### config.mk
export PLATFORM = sky130hd
export DESIGN_NAME = modbus_read_response_checker_unit
export DESIGN_NICKNAME = d
export VERILOG_FILES = /design/src/hw/rtl/mbrrc_pkg.sv /design/src/hw/rtl/modbus_read_response_checker_unit.sv /design/src/hw/rtl/mbrrc_front.sv /design/src/hw/rtl/mbrrc_fifo.sv /design/src/hw/rtl/mbrrc_back.sv
export SDC_FILE = /design/constraint.sdc
export NUM_CORES = 1
export LEC_CHECK = 0
export BUFFER_PORTS_ARGS = -buffer_cell sky130_fd_sc_hd__buf_2
export CAP_MARGIN = 40
export CORE_MARGIN = 4
export CORE_UTILIZATION = 45
export DETAILED_ROUTE_END_ITERATION = 16
export GPL_TIMING_DRIVEN = 0
export SETUP_SLACK_MARGIN = 0.2
export SLEW_MARGIN = 10
export SYNTH_ARGS = -nofsm -noshare
export SYNTH_HDL_FRONTEND = slang
export SYNTH_HIERARCHICAL = 1
export SYNTH_SLANG_ARGS = --single-unit
### constraint.sdc
create_clock -name clk -period 7 [get_ports clk]
set_input_delay 1.4 -clock clk [delete_from_list [all_inputs] [get_ports clk]]
set_output_delay 1.4 -clock clk [all_outputs]
set_load 0.03 [all_outputs]
### src/hw/rtl/mbrrc_pkg.sv
package mbrrc_pkg;

  // Result status codes.
  typedef enum logic [1:0] {
    ST_OK      = 2'd0,
    ST_CRC_ERR = 2'd1,
    ST_TIMEOUT = 2'd2
  } status_t;

  // Input command codes.
  localparam logic CMD_BYTE    = 1'b0;
  localparam logic CMD_TIMEOUT = 1'b1;

  // Frame and CRC constants.
  localparam int unsigned HDR_BYTES = 3;
  localparam int unsigned CNT_W     = 3;
  localparam logic [15:0] CRC_INIT  = 16'hFFFF;
  localparam logic [15:0] CRC_POLY  = 16'hA001;

  // Depth of the job queue between the front and back parts.
  localparam int unsigned QUEUE_DEPTH = 2;

  typedef struct packed {
    logic       cmd;
    logic [7:0] rx_byte;
  } in_item_t;

  typedef struct packed {
    status_t     status;
    logic [1:0]  reg_index;
    logic [15:0] reg_value;
    logic        last;
  } out_item_t;

endpackage

### src/hw/rtl/modbus_read_response_checker_unit.sv
// Channel | Ports                          | Direction | Item
// input   | in_valid, in_ready, in_item    | in        | command and received byte
// result  | out_valid, out_ready, out_item | out       | status, index, word, last
// config  | cfg_we, cfg_wdata              | in        | register count, no wait
//
// An input item is accepted whenever in_ready is high; in_ready drops only while both job queue entries are full.
// A frame end or timeout becomes one job; the back part sends one result per cycle from it while out_ready is high.
// Reset is synchronous and active low; the register count returns to three.
// A stalled result waits in the output register while the front keeps taking bytes until the job queue is full.
module modbus_read_response_checker_unit import mbrrc_pkg::*; #(
  parameter int MAX_REGISTERS = 4
) (
  input  logic             clk,
  input  logic             rst_n,
  input  logic             in_valid,
  output logic             in_ready,
  input  in_item_t         in_item,
  output logic             out_valid,
  input  logic             out_ready,
  output out_item_t        out_item,
  input  logic             cfg_we,
  input  logic [CNT_W-1:0] cfg_wdata
);

  localparam int IDX_W = (MAX_REGISTERS > 1) ? $clog2(MAX_REGISTERS) : 1;
  localparam int JOB_W = 2 + IDX_W + 16 * MAX_REGISTERS;

  logic             push_valid;
  logic [JOB_W-1:0] push_data;
  logic             q_full;
  logic             pop;
  logic             head_valid;
  logic [JOB_W-1:0] head_data;

  // Front part: handshake, CRC and data capture.
  mbrrc_front #(
    .MAX_REGISTERS(MAX_REGISTERS),
    .JOB_W(JOB_W)
  ) u_front (
    .clk(clk),
    .rst_n(rst_n),
    .in_valid(in_valid),
    .in_ready(in_ready),
    .in_item(in_item),
    .cfg_we(cfg_we),
    .cfg_wdata(cfg_wdata),
    .push_valid(push_valid),
    .push_data(push_data),
    .q_full(q_full)
  );

  // Job queue between the two parts.
  mbrrc_fifo #(
    .WIDTH(JOB_W),
    .DEPTH(QUEUE_DEPTH)
  ) u_fifo (
    .clk(clk),
    .rst_n(rst_n),
    .push(push_valid),
    .push_data(push_data),
    .full(q_full),
    .pop(pop),
    .head_valid(head_valid),
    .head_data(head_data)
  );

  // Back part: result sequencing.
  mbrrc_back #(
    .MAX_REGISTERS(MAX_REGISTERS),
    .JOB_W(JOB_W)
  ) u_back (
    .clk(clk),
    .rst_n(rst_n),
    .head_valid(head_valid),
    .head_data(head_data),
    .pop(pop),
    .out_valid(out_valid),
    .out_ready(out_ready),
    .out_item(out_item)
  );

endmodule

### src/hw/rtl/mbrrc_front.sv
module mbrrc_front import mbrrc_pkg::*; #(
  parameter int MAX_REGISTERS = 4,
  parameter int JOB_W = 2 + 2 + 16 * 4
) (
  input  logic             clk,
  input  logic             rst_n,
  input  logic             in_valid,
  output logic             in_ready,
  input  in_item_t         in_item,
  input  logic             cfg_we,
  input  logic [CNT_W-1:0] cfg_wdata,
  output logic             push_valid,
  output logic [JOB_W-1:0] push_data,
  input  logic             q_full
);

  localparam int IDX_W  = (MAX_REGISTERS > 1) ? $clog2(MAX_REGISTERS) : 1;
  localparam int POS_W  = $clog2(2 * MAX_REGISTERS + 5);
  localparam int DIDX_W = $clog2(2 * MAX_REGISTERS);
  localparam int DATA_W = 16 * MAX_REGISTERS;

  // One byte folded into the CRC, least significant bit first.
  function automatic logic [15:0] crc_fold(input logic [15:0] crc, input logic [7:0] b);
    logic [15:0] c;
    c = crc ^ {8'h00, b};
    for (int k = 0; k < 8; k++) begin
      if (c[0]) begin
        c = (c >> 1) ^ CRC_POLY;
      end else begin
        c = c >> 1;
      end
    end
    return c;
  endfunction

  logic [CNT_W-1:0] cnt_r;
  logic [POS_W-1:0] pos_r, pos_nxt;
  logic [15:0]      crc_r, crc_nxt;
  logic [7:0]       crc_lo_r, crc_lo_nxt;
  logic [7:0]       data_r [2*MAX_REGISTERS];

  logic             accept;
  logic [3:0]       cnt_ext;
  logic [3:0]       n_w;
  logic [POS_W-1:0] end_pos;
  logic [POS_W-1:0] data_off;
  logic             data_wr;
  logic [15:0]      rx_crc;
  status_t          job_status;
  logic [IDX_W-1:0] job_last_idx;
  logic [DATA_W-1:0] job_data;

  assign in_ready = !q_full;
  assign accept   = in_valid && in_ready;

  // Register count clamped to the supported range.
  always_comb begin
    cnt_ext = {1'b0, cnt_r};
    if (cnt_ext == 4'd0) begin
      n_w = 4'd1;
    end else if (cnt_ext > 4'(MAX_REGISTERS)) begin
      n_w = 4'(MAX_REGISTERS);
    end else begin
      n_w = cnt_ext;
    end
  end

  // Position of the CRC low byte; the byte after it closes the frame.
  assign end_pos      = POS_W'(HDR_BYTES) + POS_W'({n_w, 1'b0});
  assign data_off     = pos_r - POS_W'(HDR_BYTES);
  assign data_wr      = accept && (in_item.cmd == CMD_BYTE) && (pos_r < end_pos) &&
                        (pos_r >= POS_W'(HDR_BYTES)) &&
                        (data_off < POS_W'(2 * MAX_REGISTERS));
  assign rx_crc       = {in_item.rx_byte, crc_lo_r};
  assign job_last_idx = IDX_W'(n_w - 4'd1);

  // Classify the item and advance the frame state.
  always_comb begin
    pos_nxt    = pos_r;
    crc_nxt    = crc_r;
    crc_lo_nxt = crc_lo_r;
    push_valid = 1'b0;
    job_status = ST_OK;
    if (accept) begin
      if (in_item.cmd == CMD_TIMEOUT) begin
        push_valid = 1'b1;
        job_status = ST_TIMEOUT;
        pos_nxt    = '0;
        crc_nxt    = CRC_INIT;
        crc_lo_nxt = 8'h00;
      end else if (pos_r < end_pos) begin
        crc_nxt = crc_fold(crc_r, in_item.rx_byte);
        pos_nxt = pos_r + POS_W'(1);
      end else if (pos_r == end_pos) begin
        crc_lo_nxt = in_item.rx_byte;
        pos_nxt    = pos_r + POS_W'(1);
      end else begin
        push_valid = 1'b1;
        job_status = (rx_crc == crc_r) ? ST_OK : ST_CRC_ERR;
        pos_nxt    = '0;
        crc_nxt    = CRC_INIT;
        crc_lo_nxt = 8'h00;
      end
    end
  end

  // Snapshot of the stored data as big-endian register words.
  always_comb begin
    for (int i = 0; i < MAX_REGISTERS; i++) begin
      job_data[i*16 +: 16] = {data_r[2*i], data_r[2*i+1]};
    end
  end

  assign push_data = {job_status, job_last_idx, job_data};

  // Frame state and configuration registers.
  always_ff @(posedge clk) begin
    if (!rst_n) begin
      cnt_r    <= CNT_W'(3);
      pos_r    <= '0;
      crc_r    <= CRC_INIT;
      crc_lo_r <= 8'h00;
    end else begin
      if (cfg_we) begin
        cnt_r <= cfg_wdata;
      end
      pos_r    <= pos_nxt;
      crc_r    <= crc_nxt;
      crc_lo_r <= crc_lo_nxt;
    end
  end

  // Data byte store.
  always_ff @(posedge clk) begin
    if (data_wr) begin
      data_r[data_off[DIDX_W-1:0]] <= in_item.rx_byte;
    end
  end

endmodule

### src/hw/rtl/mbrrc_fifo.sv
module mbrrc_fifo #(
  parameter int WIDTH = 8,
  parameter int DEPTH = 2
) (
  input  logic             clk,
  input  logic             rst_n,
  input  logic             push,
  input  logic [WIDTH-1:0] push_data,
  output logic             full,
  input  logic             pop,
  output logic             head_valid,
  output logic [WIDTH-1:0] head_data
);

  localparam int PTR_W = (DEPTH > 1) ? $clog2(DEPTH) : 1;
  localparam int CNT_W = $clog2(DEPTH + 1);

  logic [WIDTH-1:0] mem_r [DEPTH];
  logic [PTR_W-1:0] wr_ptr_r, rd_ptr_r;
  logic [CNT_W-1:0] count_r;

  assign full       = (count_r == CNT_W'(DEPTH));
  assign head_valid = (count_r != '0);
  assign head_data  = mem_r[rd_ptr_r];

  // Pointer and occupancy tracking.
  always_ff @(posedge clk) begin
    if (!rst_n) begin
      wr_ptr_r <= '0;
      rd_ptr_r <= '0;
      count_r  <= '0;
    end else begin
      if (push) begin
        wr_ptr_r <= (wr_ptr_r == PTR_W'(DEPTH - 1)) ? '0 : wr_ptr_r + PTR_W'(1);
      end
      if (pop) begin
        rd_ptr_r <= (rd_ptr_r == PTR_W'(DEPTH - 1)) ? '0 : rd_ptr_r + PTR_W'(1);
      end
      if (push && !pop) begin
        count_r <= count_r + CNT_W'(1);
      end else if (pop && !push) begin
        count_r <= count_r - CNT_W'(1);
      end
    end
  end

  // Queue storage.
  always_ff @(posedge clk) begin
    if (push) begin
      mem_r[wr_ptr_r] <= push_data;
    end
  end

`ifndef ASSERT_OFF
  a_no_push_full: assert property (@(posedge clk) disable iff (!rst_n)
    push |-> !full)
    else $error("job pushed into a full queue");
  a_no_pop_empty: assert property (@(posedge clk) disable iff (!rst_n)
    pop |-> head_valid)
    else $error("job popped from an empty queue");
`endif

endmodule

### src/hw/rtl/mbrrc_back.sv
module mbrrc_back import mbrrc_pkg::*; #(
  parameter int MAX_REGISTERS = 4,
  parameter int JOB_W = 2 + 2 + 16 * 4
) (
  input  logic             clk,
  input  logic             rst_n,
  input  logic             head_valid,
  input  logic [JOB_W-1:0] head_data,
  output logic             pop,
  output logic             out_valid,
  input  logic             out_ready,
  output out_item_t        out_item
);

  localparam int IDX_W  = (MAX_REGISTERS > 1) ? $clog2(MAX_REGISTERS) : 1;
  localparam int DATA_W = 16 * MAX_REGISTERS;

  status_t          head_status;
  logic [IDX_W-1:0] head_last_idx;
  logic [DATA_W-1:0] head_words;

  logic             out_valid_r;
  out_item_t        out_item_r, out_item_nxt;
  logic [IDX_W-1:0] idx_r;
  logic             load;
  logic             job_done;
  logic [IDX_W+1:0] idx_ext;

  assign head_status   = status_t'(head_data[JOB_W-1 -: 2]);
  assign head_last_idx = head_data[DATA_W +: IDX_W];
  assign head_words    = head_data[DATA_W-1:0];

  // A result loads whenever a job is waiting and the output register is free or being emptied.
  assign load     = head_valid && (!out_valid_r || out_ready);
  assign job_done = (head_status != ST_OK) || (idx_r == head_last_idx);
  assign pop      = load && job_done;
  assign idx_ext  = (IDX_W + 2)'(idx_r);

  // Build the next result from the job at the queue head.
  always_comb begin
    out_item_nxt.status = head_status;
    if (head_status == ST_OK) begin
      out_item_nxt.reg_index = idx_ext[1:0];
      out_item_nxt.reg_value = head_words[idx_r*16 +: 16];
      out_item_nxt.last      = (idx_r == head_last_idx);
    end else begin
      out_item_nxt.reg_index = 2'd0;
      out_item_nxt.reg_value = 16'h0000;
      out_item_nxt.last      = 1'b1;
    end
  end

  // Word counter and output valid.
  always_ff @(posedge clk) begin
    if (!rst_n) begin
      out_valid_r <= 1'b0;
      idx_r       <= '0;
    end else begin
      if (load) begin
        out_valid_r <= 1'b1;
        idx_r       <= pop ? '0 : idx_r + IDX_W'(1);
      end else if (out_ready) begin
        out_valid_r <= 1'b0;
      end
    end
  end

  // Output payload register.
  always_ff @(posedge clk) begin
    if (load) begin
      out_item_r <= out_item_nxt;
    end
  end

  assign out_valid = out_valid_r;
  assign out_item  = out_item_r;

`ifndef ASSERT_OFF
  a_load_shows: assert property (@(posedge clk) disable iff (!rst_n)
    load |=> out_valid_r)
    else $error("loaded result not presented");
  a_idx_bound: assert property (@(posedge clk) disable iff (!rst_n)
    head_valid |-> (idx_r <= head_last_idx))
    else $error("word index ran past the frame's last register");
  a_err_last: assert property (@(posedge clk) disable iff (!rst_n)
    (out_valid_r && (out_item_r.status != ST_OK)) |-> out_item_r.last)
    else $error("error result not marked last");
`endif

endmodule

==> run_results.csv <==
group,metric,value,unit
run_status,status,"completed",
final_layout,regArea,7417,um^2
clocking,postCtsSetupBuffers,0,
worst_setup_path,critPathLaunchType,"flop",
timing,setup_ws,3.347,ns
worst_setup_path,rr_endpoint,"u_front/data_r[1][6]",
min_path,min_to,"u_fifo/mem_r[0][55]",
synth,yosys_most_used_dff,"edfxtp_1",
min_path,hold_start,"u_front/data_r[7][7]",
floorplanning,row_count,54,
final_layout,fillers,1761,
timing,setup_tns,0,ns
timing,maxSlewViolCount,0,
clocking,clock-sinks,260,
floorplanning,start_util,46.30,%
routing,vias,5202,
routing,via_per_inst,5.346,
worst_setup_path,worstPathRequired,7.22,ns
grt,antenna_found_initial,0,
clocking,cts_hold_buf,0,
pwr,p_per_area,344.5,nW/um^2
grt,grt_pass1_vias,5606,
clocking,cts_tree,"built",
synth,ys_warn_count,6,
routing,drt_first_iter_violations,345,
placement,place.gp.congestion,0.8619,
synth,yosys-top-cells-area,"edfxtp_1 (65%), dfxtp_1 (7.6%), mux2_2 (5.3%)",
clocking,cts_buffer_depth,3,
final_layout,area_delta_synth_final,15.78,%
grt,grt_overflow,0,
worst_setup_path,reg2reg_setup_slack,3.35,ns
floorplanning,coreArea,22090,um^2
min_path,hold_path.class,"reg2reg",
pwr,leakagePower,4.033,nW
timing,final-setup-viol-count,0,
floorplanning,die_area,25210,um^2
routing,ant_nets,0,
job,maxCapViolations,0,
synth,async_reset_ff_share,0,%
floorplanning,ios,40,
pwr,ir_worst_vdd,0.0001717,V
clocking,cts_root_buf,"clkbuf_16",
clocking,clock_latency,0.51,ns
synth,synthesis.area,10230,um^2
timing,fin_crit,3.653,ns
placement,io_buffers,39,
grt,grt_max_degree,46,
min_path,hold_depth,0,
clocking,clk_pin_slew,0.06,ns
final_layout,layout.nets,696,
timing,worstMarginPinSlew,0.7983,ns
synth,synth.avg_cell_area,17.22,um^2
timing,fin_crit_sh,52.19,%
floorplanning,fp.dieH,158.8,um
routing,dr.pass1.iters,5,
timing,rsz0062_at_grt,"no",
final_layout,final_cell_count_no_fill,973,
synth,syn_nets,617,
final_layout,drive_gt1_share,28.72,%
worst_setup_path,timing.rr.start,"u_front/cnt_r[0]",
clocking,cts_buffers,27,
placement,pre_cts_ws,3.385,ns
synth,ys_types,48,
timing,skew,0.008994,ns
grt,track_usage,15.93,%
final_layout,multi_input_area,2665,um^2
grt,grt_pass1_wl,31.60,mm
routing,drc,0,
floorplanning,fp.dieW,158.8,um
synth,synth_area_leader_cell,"edfxtp_1",
synth,synth-seq-cells,260,
worst_setup_path,critPathCaptureType,"flop",
synth,syn_inst,594,
routing,drt_wl_total,20.18,mm
clocking,htreeDepth,1,
placement,detailed_place_hpwl,13.17,mm
timing,max_clock_freq,0.2737,GHz
worst_setup_path,crit_path_max_fanout,7,
synth,synth-edff-count,221,
timing,relSlewSlack,46.49,%
timing,hold_violations,0,
synth,synth_top_area_share,64.87,%
placement,dp.cells,924,
worst_setup_path,path_class,"reg2reg",
final_layout,diodes,0,
clocking,cts_resized,0,
worst_setup_path,cp.arrival,3.87,ns
worst_setup_path,r2r_cells,11,
synth,synth_seq_area_share,72.50,%
routing,wl_per_cell,20.74,um
[per-stage QoR]
stage                     cell area (um^2)  util (%)  power, mW  hold slack, ns
final                                11840     53.61      4.080          0.4429
after global routing                 11840     53.61      4.247          0.4531
after CTS                            11840     53.61      4.125          0.4447
after detailed placement             10950     49.55      2.702          0.4321
after global placement               10780     48.77      2.667          0.4221
after floorplan                      10230         -      2.463          0.4215
[Yosys cell counts, types with 2 or more instances]
cell type	instances
nor2b_1	8
a21boi_1	3
nor3_1	4
nand3_1	14
xnor2_1	30
mux2_2	48
or3_1	2
dfxtp_1	39
o22ai_1	15
edfxtp_1	221
nor2_1	14
xnor3_1	2
mux2i_1	2
buf_2	8
xor2_1	7
a21oi_1	15
o21ai_0	2
mux2_4	20
xnor2_2	2
clkbuf_1	7
or2_2	2
nand4_1	5
and2_1	22
inv_1	10
o21ai_1	2
mux4_2	16
buf_6	3
nand2b_1	4
ha_1	6
a21boi_0	2
buf_8	2
nand2_1	39
a31oi_1	3
[worst max-delay path, cell delays in order, from the launching register on]
cell and delay [ns]:
dfxtp_1 0.30, inv_1 0.05, a21oi_1 0.27, ha_1 0.29, inv_1 0.10, ha_1 0.26
a21o_1 0.16, a21oi_1 0.49, nand3_1 0.35, or2_1 0.38, nor2_1 0.44, buf_4 0.27
[kinds of logic (layout without fill, tap and decap cells)]
logic type               count (synthesis)  count (layout)  share of synthesized area [%]
XOR/XNOR                                43              43                          4.317
flip-flops                             260             260                          72.50
buffers and inverters                   30             129                          1.639
AO/OA/AOI/OAI                           47              47                          2.764
adder cells (fa/ha/maj)                  6               6                         0.7338
multiplexers                            86              86                          11.94
AND/OR/NAND/NOR                        122             122                          6.103
[metal layers]
| metal | part of all wire (%) | track usage (%) |
|---|---|---|
| met5 | 0 | 0 |
| met4 | 1.8 | 4.576 |
| met3 | 4.1 | 2.385 |
| met2 | 52 | 28.40 |
| met1 | 42 | 20.39 |
[cells in the final DEF (no fill, tap or decap), types with 3 or more instances in the layout]
cell type / n
dfxtp_1: 39
clkinv_1: 5
mux2_2: 48
nand3_1: 14
clkbuf_8: 5
xor2_1: 7
inv_1: 10
mux4_2: 16
nor2_1: 14
buf_4: 6
mux2_4: 20
nand4_1: 5
clkbuf_1: 12
nand2b_1: 4
o22ai_1: 15
buf_2: 47
a21oi_1: 15
clkbuf_16: 27
a31oi_1: 3
ha_1: 6
bufinv_16: 3
edfxtp_1: 221
nor2b_1: 7
xnor2_1: 30
buf_6: 4
nand2_1: 39
a21boi_1: 3
and2_1: 21
[worst max path at each step]
stage | from | end
after floorplan | in_valid | u_fifo/mem_r[0][0]
after global routing | u_front/cnt_r[0] | u_front/data_r[1][2]
after global placement | in_valid | u_fifo/mem_r[0][2]
after CTS | u_front/cnt_r[1] | u_front/data_r[1][2]
after detailed placement | u_front/cnt_r[1] | u_front/data_r[1][2]
final | u_front/cnt_r[0] | u_front/data_r[1][6]
[state kept, by name, summed over array words and instances (netlist names), named ones only]
name / count
u_front/cnt_r: 3
u_fifo/mem_r: 136
u_back/idx_r: 2
u_front/crc_lo_r: 8
u_front/crc_r: 16
u_back/out_valid: 1
u_front/pos_r: 4
u_fifo/wr_ptr_r: 1
u_back/out_item: 21
u_fifo/rd_ptr_r: 1
u_front/data_r: 64
u_fifo/count_r: 2
[layout make-up]
cell class / instances / share of cell area, %
Inverter: 10 / 0.3169
Buffer: 20 / 1.099
Clock inverter: 12 / 1.130
Clock buffer: 37 / 6.444
Tap cell: 280 / 2.958
Multi-Input combinational cell: 304 / 22.50
Sequential cell: 260 / 62.62
Timing Repair Buffer: 50 / 2.926
[where the power goes]
part | total [mW] | internal (mW) | switching (mW) | leakage, nW
registers | 1.87 | 1.82 | 0.0461 | 2.34
clock network | 1.42 | 0.868 | 0.550 | 0.429
logic | 0.793 | 0.335 | 0.458 | 1.26
Note: power is estimated with default switching activity, not from simulation.
